## src/rtl/mec_pkg.sv

```systemverilog
// ----------------------------------------------------------------------------
// mec_pkg
// shared types, register map and fixed-point helpers of the escape counter
// ----------------------------------------------------------------------------
package mec_pkg;

   // q4.28 fixed point
   localparam int Q_FRAC = 28;

   // |z|^2 escape bound, 4.0 in q8.56
   localparam logic [63:0] ESCAPE_BOUND = 64'h0400_0000_0000_0000;

   // register map
   localparam int CSR_ADDR_WIDTH = 5;
   localparam logic [2:0] REG_REAL_ORIGIN     = 3'd0;
   localparam logic [2:0] REG_IMAG_ORIGIN     = 3'd1;
   localparam logic [2:0] REG_REAL_STEP       = 3'd2;
   localparam logic [2:0] REG_IMAG_STEP       = 3'd3;
   localparam logic [2:0] REG_IMAGE_HEIGHT    = 3'd4;
   localparam logic [2:0] REG_ITERATION_LIMIT = 3'd5;

   // reset values
   localparam logic signed [31:0] RST_REAL_ORIGIN     = -32'sd536870912;
   localparam logic signed [31:0] RST_IMAG_ORIGIN     = -32'sd402653184;
   localparam logic [30:0]        RST_REAL_STEP       = 31'd196608;
   localparam logic [30:0]        RST_IMAG_STEP       = 31'd196608;
   localparam logic [12:0]        RST_IMAGE_HEIGHT    = 13'd4096;
   localparam logic [15:0]        RST_ITERATION_LIMIT = 16'd256;

   typedef struct packed {
      logic signed [31:0] real_origin;
      logic signed [31:0] imag_origin;
      logic [30:0]        real_step;
      logic [30:0]        imag_step;
      logic [12:0]        image_height;
      logic [15:0]        iteration_limit;
   } mec_cfg_type;

   // point c handed from front end to iteration unit
   typedef struct packed {
      logic signed [31:0] c_re;
      logic signed [31:0] c_im;
   } mec_point_type;

   // clamp a wide signed value to the q4.28 range
   function automatic logic signed [31:0] sat_q(input logic signed [63:0] v);
      logic signed [31:0] r;
      if (v > 64'sd2147483647) begin
         r = 32'sh7FFF_FFFF;
      end else if (v < -64'sd2147483648) begin
         r = 32'sh8000_0000;
      end else begin
         r = v[31:0];
      end
      return r;
   endfunction

endpackage

```

## src/rtl/mec_queue.sv

```systemverilog
// ----------------------------------------------------------------------------
// mec_queue
// two-entry queue of points between front end and iteration unit
// ----------------------------------------------------------------------------
module mec_queue (
   input  logic                   clock,
   input  logic                   reset,
   input  logic                   push_valid,
   output logic                   push_ready,
   input  mec_pkg::mec_point_type push_data,
   output logic                   pop_valid,
   input  logic                   pop_ready,
   output mec_pkg::mec_point_type pop_data
);

   mec_pkg::mec_point_type entry_ff [2];
   logic                   wr_ptr_ff;
   logic                   rd_ptr_ff;
   logic [1:0]             fill_ff;
   logic                   do_push, do_pop;

   assign push_ready = (fill_ff != 2'd2);
   assign pop_valid  = (fill_ff != 2'd0);
   assign pop_data   = entry_ff[rd_ptr_ff];
   assign do_push    = push_valid && push_ready;
   assign do_pop     = pop_valid && pop_ready;

   always_ff @(posedge clock) begin
      if (do_push) begin
         entry_ff[wr_ptr_ff] <= push_data;
      end
   end

   always_ff @(posedge clock) begin
      if (reset) begin
         wr_ptr_ff <= 1'b0;
         rd_ptr_ff <= 1'b0;
         fill_ff   <= 2'd0;
      end else begin
         if (do_push) begin
            wr_ptr_ff <= ~wr_ptr_ff;
         end
         if (do_pop) begin
            rd_ptr_ff <= ~rd_ptr_ff;
         end
         if (do_push && !do_pop) begin
            fill_ff <= fill_ff + 2'd1;
         end else if (do_pop && !do_push) begin
            fill_ff <= fill_ff - 2'd1;
         end
      end
   end

endmodule

```

## config.mk

```make
export PLATFORM = sky130hd
export DESIGN_NAME = mec_queue
export DESIGN_NICKNAME = d
export VERILOG_FILES = /design/src/rtl/mec_pkg.sv /design/src/rtl/mec_queue.sv
export SDC_FILE = /design/constraint.sdc
export NUM_CORES = 1
export LEC_CHECK = 0
export BUFFER_PORTS_ARGS = -buffer_cell sky130_fd_sc_hd__buf_2
export CORE_UTILIZATION = 45
export DETAILED_ROUTE_END_ITERATION = 12
export PLACE_DENSITY = 0.77
export SLEW_MARGIN = 10
export SYNTH_ARGS = -nofsm -noshare
export SYNTH_HDL_FRONTEND = slang
export SYNTH_SLANG_ARGS = --single-unit
export TNS_END_PERCENT = 5
```

## constraint.sdc

```tcl
create_clock -name clock -period 3.6 [get_ports clock]
set_input_delay 0.54 -clock clock [delete_from_list [all_inputs] [get_ports clock]]
set_output_delay 0.54 -clock clock [all_outputs]
set_load 0.05 [all_outputs]
```

==> impl_metrics.json <==
{
  "drt-total-wl_mm": 8.00,
  "regArea_sq_mm": 0.00395,
  "multi_input_area_sq_um": 841,
  "syn_to_final_growth_pct": 29.0,
  "place_congestion": 0.690,
  "fin_crit_sh_pct": 73.4,
  "start_kind": "flop",
  "drive_above_1_share_pct": 61.4,
  "status": "complete, no violations",
  "cp_num_buf_inv": 1,
  "cts_max_path_buffers": 2,
  "skew_ns": 0.00518,
  "path_delay_family": "flip-flops",
  "dp_hpwl_mm": 4.98,
  "power_mw": 5.34,
  "grt_pass1_wl_mm": 12.3,
  "die-area_sq_mm": 0.0112,
  "grt.overflow.total": 0,
  "drtIter0Drc": 76,
  "grt_max_degree": 65,
  "cts_sinks": 133,
  "syn_inst": 223,
  "cts_buffers": 17,
  "crit_chain": "mux2_2 -> buf_2",
  "ys_seq_elements": 133,
  "track_usage_pct": 15.1,
  "slew_headroom_pct": 42.4,
  "min_path_type": "input port to flop",
  "cp-end-kind": "primary output",
  "path_max_fanout": 64,
  "worstMarginPinSlew_ns": 0.864,
  "initial_utilization_pct": 46.6,
  "die_w_microns": 106,
  "rows": 37,
  "ir_worst_vdd_mv": 0.467,
  "fin_setup_tns_ns": 0,
  "ys_seq_area_share_pct": 81.5,
  "port_buffers": 133,
  "slew_viol_final": 0,
  "power.density_mw_per_mm2": 856,
  "yosys_warnings": 0,
  "required_ns": 3.06,
  "drc": 0,
  "nets": 440,
  "syn_avg_cell_area_sq_um": 21.7,
  "die_h_microns": 106,
  "ant_nets": 0,
  "syn_nets": 292,
  "cts_tree": "done",
  "setup_viol": 0,
  "htreeDepth": 4,
  "drt_first_pass_iters": 4,
  "clk_pin_slew_worst_paths_ns": 0.06,
  "core_sq_mm": 0.0104,
  "max_cap_violations": 0,
  "grt_pass1_vias": 2628,
  "clock_latency_ns": 0.50,
  "io_pins": 134,
  "post_cts_buffers": 0,
  "fill_cells": 801,
  "antenna_found_initial": 0,
  "critical_path.max_stage_delay_ns": 0.88,
  "netlist_area_sq_mm": 0.00484,
  "wl_per_cell_microns": 15.4,
  "antennaDiodeCount": 0,
  "fmax_ghz": 0.378,
  "placed_area_sq_mm": 0.00566,
  "via_count": 2475,
  "p_leak_nw": 2.35,
  "hold_viol": 0,
  "cts_resized": 0,
  "viasPerCell": 4.77,
  "ys_types": 18,
  "crit_arrival_ns": 2.10,
  "final_area_sq_mm": 0.00624,
  "rsz0062_at_grt": "no",
  "cp_slowest_cell": "dfxtp_4",
  "period_minus_slack_ns": 2.64,
  "critical_path_class": "flop to primary output",
  "cts_root_buffer": "clkbuf_8",
  "hold_buffers": 0
}
[power breakdown]
part / leakage (nW) / total [mW] / internal [mW] / switching (mW)
sequential: 1.24 / 2.08 / 1.94 / 0.143
combinational: 0.833 / 1.61 / 0.466 / 1.14
clock: 0.277 / 1.65 / 1.04 / 0.607
total: 2.35 / 5.34 / 3.45 / 1.89
[registers in the layout (all words and copies together), names as in the netlist, named ones only]
signal and flops:
entry_ff 128, fill_ff 2, rd_ptr_ff 1, wr_ptr_ff 1
[cell usage after synthesis]
master	count	share of area (%)
ha_1	1	0.26
inv_1	1	0.078
or2_2	1	0.13
a21oi_1	2	0.21
o21ai_0	2	0.21
nand2b_1	1	0.13
mux2_2	64	15
dfxtp_1	5	2.1
buf_2	1	0.10
nor2_1	3	0.23
and3_1	1	0.13
a21bo_2	1	0.21
buf_4	6	0.93
xor2_1	3	0.54
and2_1	1	0.13
nand3b_1	1	0.16
or3_1	1	0.13
edfxtp_1	128	79
[path summary, 6_finish.rpt]
kind | from | endpoint | slack (ns) | cells past startpoint
max | flop | pop_data[20] | 0.96 | 2
min | push_data[58] | entry_ff[0][58] | 0.22 | 1
max reg2reg | fill_ff[0] | entry_ff[0][33] | 1.61 | 4
min reg2reg | rd_ptr_ff | flop | 0.51 | 2
[area by class of cell]
type / instances / area share, %
Sequential cell: 133 / 63.3
Multi-Input combinational cell: 82 / 13.5
Timing Repair Buffer: 136 / 11.2
Clock buffer: 17 / 6.64
Tap cell: 136 / 2.73
Clock inverter: 14 / 2.61
Inverter: 1 / 0.0602
[kinds of logic after synthesis]
group | after synthesis | share of synthesized area [%]
AO/OA/AOI/OAI | 5 | 0.621
buffers and inverters | 8 | 1.11
flip-flops | 133 | 81.5
XOR/XNOR | 3 | 0.543
multiplexers | 64 | 14.9
AND/OR/NAND/NOR | 9 | 1.04
adder cells (fa/ha/maj) | 1 | 0.259
[per-stage QoR]
stage | utilization [%] | worst slack (ns) | std cells | hold slack [ns]
floorplan | - | 0.633 | 223 | 0.471
global placement | 54.6 | 1.46 | 488 | 0.484
detailed placement | 54.6 | 1.47 | 488 | 0.492
CTS | 60.2 | 0.899 | 519 | 0.181
global route | 60.2 | 0.855 | 519 | 0.189
finish | 60.2 | 0.957 | 519 | 0.216
[placed cells by master, fill, tap and decap left out, types with 2 or more instances in the layout]
cell type | Yosys | routed
xor2_1 | 3 | 3
edfxtp_1 | 128 | 128
clkbuf_16 | 0 | 16
mux2_2 | 64 | 64
buf_2 | 1 | 133
o21ai_0 | 2 | 2
a21oi_1 | 2 | 2
buf_4 | 6 | 2
dfxtp_1 | 5 | 4
bufinv_16 | 0 | 3
clkinv_4 | 0 | 3
clkinv_2 | 0 | 4
nor2_1 | 3 | 3
clkinvlp_4 | 0 | 3
[routing by layer]
metal | up-vias | share of wire [%] | GRT usage [%]
li1 | 1179 | - | -
met1 | 1197 | 41 | 16.7
met2 | 88 | 52 | 25.6
met3 | 11 | 6.3 | 5.07
met4 | 0 | 1.4 | 8.04
met5 | - | 0 | 0
No activity file was read; power rests on OpenSTA's default activity.
