==> src/rtl/mec_pkg.sv <==
// ----------------------------------------------------------------------------
// mec_pkg
// shared types, register map and fixed-point helpers of the escape counter
// ----------------------------------------------------------------------------
package mec_pkg;

   // q4.28 fixed point
   localparam int Q_FRAC = 28;

   // |z|^2 escape bound, 4.0 in q8.56
   localparam logic [63:0] ESCAPE_BOUND = 64'h0400_0000_0000_0000;

   // register map
   localparam int CSR_ADDR_WIDTH = 5;
   localparam logic [2:0] REG_REAL_ORIGIN     = 3'd0;
   localparam logic [2:0] REG_IMAG_ORIGIN     = 3'd1;
   localparam logic [2:0] REG_REAL_STEP       = 3'd2;
   localparam logic [2:0] REG_IMAG_STEP       = 3'd3;
   localparam logic [2:0] REG_IMAGE_HEIGHT    = 3'd4;
   localparam logic [2:0] REG_ITERATION_LIMIT = 3'd5;

   // reset values
   localparam logic signed [31:0] RST_REAL_ORIGIN     = -32'sd536870912;
   localparam logic signed [31:0] RST_IMAG_ORIGIN     = -32'sd402653184;
   localparam logic [30:0]        RST_REAL_STEP       = 31'd196608;
   localparam logic [30:0]        RST_IMAG_STEP       = 31'd196608;
   localparam logic [12:0]        RST_IMAGE_HEIGHT    = 13'd4096;
   localparam logic [15:0]        RST_ITERATION_LIMIT = 16'd256;

   typedef struct packed {
      logic signed [31:0] real_origin;
      logic signed [31:0] imag_origin;
      logic [30:0]        real_step;
      logic [30:0]        imag_step;
      logic [12:0]        image_height;
      logic [15:0]        iteration_limit;
   } mec_cfg_type;

   // point c handed from front end to iteration unit
   typedef struct packed {
      logic signed [31:0] c_re;
      logic signed [31:0] c_im;
   } mec_point_type;

   // clamp a wide signed value to the q4.28 range
   function automatic logic signed [31:0] sat_q(input logic signed [63:0] v);
      logic signed [31:0] r;
      if (v > 64'sd2147483647) begin
         r = 32'sh7FFF_FFFF;
      end else if (v < -64'sd2147483648) begin
         r = 32'sh8000_0000;
      end else begin
         r = v[31:0];
      end
      return r;
   endfunction

endpackage

==> src/rtl/mec_front.sv <==
// ----------------------------------------------------------------------------
// mec_front
// takes pixel transactions, mirrors rows past the midline, clamps the column, forms c
// ----------------------------------------------------------------------------
module mec_front #(
   parameter int MAX_WIDTH  = 4096,
   parameter int MAX_HEIGHT = 4096
) (
   input  logic                   clock,
   input  logic                   reset,
   input  mec_pkg::mec_cfg_type   cfg,
   input  logic                   req_valid,
   output logic                   req_ready,
   input  logic [11:0]            req_pixel_row,
   input  logic [11:0]            req_pixel_col,
   output logic                   push_valid,
   input  logic                   push_ready,
   output mec_pkg::mec_point_type push_data
);

   typedef enum logic [1:0] {
      F_IDLE,
      F_MUL,
      F_SUM,
      F_PUSH
   } front_state_type;

   front_state_type        state_ff;
   logic [11:0]            row_ff, row_in;
   logic [11:0]            col_ff, col_in;
   logic [42:0]            prod_re_ff, prod_im_ff;
   mec_pkg::mec_point_type point_ff;
   logic [12:0]            h_eff;
   logic                   mirror;

   always_comb begin
      h_eff = (32'(cfg.image_height) > MAX_HEIGHT) ? 13'(MAX_HEIGHT) : cfg.image_height;
      mirror = ({1'b0, req_pixel_row} < h_eff) &&
               ({req_pixel_row, 1'b0} > (h_eff - 13'd1));
      row_in = mirror ? 12'(h_eff - 13'd1 - {1'b0, req_pixel_row}) : req_pixel_row;
      col_in = (32'(req_pixel_col) >= MAX_WIDTH) ? 12'(MAX_WIDTH - 1) : req_pixel_col;
   end

   always_ff @(posedge clock) begin
      if (reset) begin
         state_ff <= F_IDLE;
      end else begin
         case (state_ff)
            F_IDLE: begin
               if (req_valid) begin
                  row_ff   <= row_in;
                  col_ff   <= col_in;
                  state_ff <= F_MUL;
               end
            end
            F_MUL: begin
               prod_re_ff <= 43'(col_ff) * 43'(cfg.real_step);
               prod_im_ff <= 43'(row_ff) * 43'(cfg.imag_step);
               state_ff   <= F_SUM;
            end
            F_SUM: begin
               point_ff.c_re <= mec_pkg::sat_q(64'(cfg.real_origin) +
                                               $signed({21'b0, prod_re_ff}));
               point_ff.c_im <= mec_pkg::sat_q(64'(cfg.imag_origin) +
                                               $signed({21'b0, prod_im_ff}));
               state_ff      <= F_PUSH;
            end
            F_PUSH: begin
               if (push_ready) begin
                  state_ff <= F_IDLE;
               end
            end
            default: begin
               state_ff <= F_IDLE;
            end
         endcase
      end
   end

   assign req_ready  = (state_ff == F_IDLE);
   assign push_valid = (state_ff == F_PUSH);
   assign push_data  = point_ff;

endmodule

==> config.mk <==
export PLATFORM = sky130hd
export DESIGN_NAME = mec_front
export DESIGN_NICKNAME = d
export VERILOG_FILES = /design/src/rtl/mec_pkg.sv /design/src/rtl/mec_front.sv
export SDC_FILE = /design/constraint.sdc
export NUM_CORES = 2
export LEC_CHECK = 0
export ABC_AREA = 0
export BUFFER_PORTS_ARGS = -buffer_cell sky130_fd_sc_hd__buf_2
export CELL_PAD_IN_SITES_DETAIL_PLACEMENT = 2
export CELL_PAD_IN_SITES_GLOBAL_PLACEMENT = 2
export CORE_ASPECT_RATIO = 0.6
export CORE_MARGIN = 2
export CORE_UTILIZATION = 43
export DETAILED_ROUTE_END_ITERATION = 8
export PLACE_DENSITY = 0.95
export SLEW_MARGIN = 10
export SYNTH_ARGS = -nofsm -noshare
export SYNTH_HDL_FRONTEND = slang
export SYNTH_SLANG_ARGS = --single-unit
==> constraint.sdc <==
create_clock -name clock -period 15.8 [get_ports clock]
set_input_delay 1.58 -clock clock [delete_from_list [all_inputs] [get_ports clock]]
set_output_delay 1.58 -clock clock [all_outputs]
set_load 0.05 [all_outputs]
==> results.yml <==
run_status:
  outcome: "finished, final reports clean"
routing:
  vias: 30340
  drt-pass1-iter-count: 7
  wl_per_cell_um: 29.24
  ant_nets: 0
  vias_per_cell: 5.947
  drc: 0
  wl_mm: 149.2
  drt_iter0_markers: 2466
worst_hold_path:
  hold_depth: 2
  min_to: "state_ff[1]"
  min_path_type: "register to register"
  min_from: "state_ff[1]"
critical_path:
  crit_slowest_cell: "a2111oi_0"
  cp_cell_sequence: "buf_2 -> nand2_1 -> fa_1 -> inv_1 -> fa_1 -> fa_1 -> fa_1 -> inv_1 -> fa_1 -> inv_1 -> ha_1 -> or2_2 -> or3_1 -> a21oi_1 -> o311ai_0 -> a21oi_1 -> nand2_1 -> nand2_1 -> nand2b_1 -> a2111oi_0 -> xnor2_1"
  required_ps: 16020
  reg2reg_to: "prod_re_ff[41]"
  slowest_delay_ps: 770
  critPathTopFamily: "adder cells"
  cp_max_fo: 12
  worst-r2r-cell-count: 21
  r2r_slack_ps: 7660
  start_kind: "primary input"
  crit_path_frequent_cell: "fa_1"
  crit_buf_inv: 4
  crit_type: "primary input to register"
  critPathCaptureType: "register"
  cp.arrival_ps: 8910
  r2r-start: "col_ff[6]"
synth:
  synth_top_cell_by_area: "fa_1"
  synthCells: 3904
  ys.flop_type: "edfxtp_1"
  synth_adder_area_share: 0.4373
  syn_nets: 4960
  yosys_register_bits: 176
  synth_most_common_cell: "inv_1"
  synth_mux_area_frac: 0.001216
  synth-edff-count: 174
  async_reset_ff_frac: 0
  syn_avg_cell_area_um2: 8.962
  synth_common_cells: "inv_1 (729), nand2_1 (662), fa_1 (583)"
  synthSimpleGateAreaFrac: 0.1573
  synth_top_area_frac: 0.3336
  yosys_warnings: 0
  synth_compound_area_frac: 0.1131
  synth_area_leaders: "fa_1 (33%), edfxtp_1 (15%), ha_1 (10%), inv_1 (7.8%), nand2_1 (7.1%)"
  yosysSeqAreaShare: 0.1505
  synth_top_family_by_area: "adder cells"
  synth_xor_area_frac: 0.04230
  ys_types: 83
  synth_area_um2: 34990
global_route:
  grt_use_met1: 0.4330
  grt_overflow: 0
  gr-usage-met2: 0.6106
  grt_util_met3: 0.06688
  grt_pass1_wl_mm: 225.1
  grt_pass1_vias: 35848
  grt_max_degree: 65
  track_usage: 0.3624
  grt-busiest-layer: "met2"
  antenna_found_initial: 9
die:
  initial_utilization: 0.4375
  row_count: 80
  die_h_um: 225.0
  die_x_um: 372.3
  core_area_um2: 79980
  io_pins: 249
  dieArea_um2: 83740
sta:
  setup_violations: 0
  maxSlewViolCount: 0
  fmax_mhz: 115.1
  min_period_ps: 8688
  setup_slack_ps: 7112
  post-route-period-util: 0.5499
  hold_viol: 0
  clock_skew_ps: 23.36
  tightest_slew_ps: 1261
  slew_headroom: 0.1487
  rsz0062_at_grt: "no"
  fin_setup_tns_ps: 0
cts:
  cts.sinks: 176
  cts_tree: "yes"
  postCtsSetupBuffers: 0
  clk_path_buf_depth: 2
  insertion_delay_ps: 520
  cts-resized-gates: 0
  htree_levels: 4
  cts_root_buf: "clkbuf_16"
  cts.reportedPaths.clkPinSlew_ps: 80
  hold_buffers: 0
  numCtsBuffers: 17
finish:
  post-route-util: 0.4719
  syn2layout_area_growth_pct: 7.856
  final_nets: 5074
  drive_above_1_share: 0.09129
  fill_cells: 8757
placed_design:
  post-dp-hpwl_mm: 123.7
  place_ws_ps: 6803
  globalplace.congestion: 0.8919
  io_buffer_count: 232
flow_run:
  drv_cap: 0
## worst max path at each step
stage                     endpoint  slack (ps)    start  cells past startpoint
floorplan           prod_im_ff[39]        8650  cfg[37]                     23
global placement    prod_re_ff[41]        7370  cfg[70]                     21
detailed placement  prod_re_ff[41]        6800  cfg[70]                     21
CTS                 prod_re_ff[41]        7340  cfg[70]                     21
global route        prod_re_ff[41]        6960  cfg[70]                     21
finish              prod_re_ff[41]        7110  cfg[70]                     21
## per-stage QoR
step / instances / area [um2] / hold slack [ps]
floorplan: 3904 / 34990 / 507.2
global placement: 5065 / 37080 / 542.4
detailed placement: 5065 / 37080 / 591.8
CTS: 5097 / 37720 / 610.9
global route: 5101 / 37730 / 659.3
finish: 5102 / 37740 / 612.5
## cell type report
class / instances / area, um2 / area share
flip-flops and latches: 176 / 5265 / 0.1395
multi-input cells: 2828 / 26330 / 0.6978
clock inverters: 15 / 215.2 / 0.005703
diodes: 5 / 12.51 / 0.0003316
well taps: 1066 / 1334 / 0.03534
clock buffers: 17 / 425.4 / 0.01127
repair buffers: 266 / 1416 / 0.03753
inverters: 729 / 2736 / 0.07251
## layer usage
metal,share of wire,routed length [um],vias to the layer above
li1,-,-,12579
met1,0.39,57490,15701
met2,0.48,71920,1497
met3,0.067,10050,557
met4,0.065,9690,6
met5,0.00027,41,-
## cells in the final DEF, fill, tap and decap left out, types with 26 or more instances in the layout
| cell | netlist | routed |
|---|---|---|
| nor3_1 | 38 | 38 |
| a21oi_1 | 166 | 166 |
| inv_1 | 729 | 729 |
| o21ai_2 | 31 | 31 |
| a21o_1 | 59 | 59 |
| nor2_1 | 94 | 93 |
| o21ai_0 | 128 | 128 |
| buf_4 | 0 | 34 |
| buf_2 | 6 | 232 |
| nand2_1 | 662 | 662 |
| nand2b_1 | 26 | 26 |
| edfxtp_1 | 174 | 174 |
| ha_1 | 290 | 290 |
| o21a_1 | 27 | 27 |
| xor2_1 | 61 | 61 |
| and2_1 | 223 | 223 |
| xnor2_1 | 108 | 108 |
| fa_1 | 583 | 583 |
## sequential cells by signal (all words and copies together) (netlist names)
name / count
col_ff: 12
row_ff: 12
push_data: 64
state_ff: 2
prod_im_ff: 43
prod_re_ff: 43
## tightest hold or removal path: stages, from the launching register on
cell and delay [ps]:
dfxtp_1 390, mux2i_1 110, nor2_1 80
## kinds of logic (layout without fill, tap and decap cells)
family                   after synthesis  count (layout)
AND/OR/NAND/NOR                     1183            1183
buffers and inverters                900            1027
adder cells (fa/ha/maj)              873             873
AO/OA/AOI/OAI                        599             599
flip-flops                           176             176
XOR/XNOR                             169             169
multiplexers                           4               4
other                                  0               5
Power is left out: the tool's default activity adds up to more than one toggle a clock period on the data nets, which glitch-free logic cannot reach.
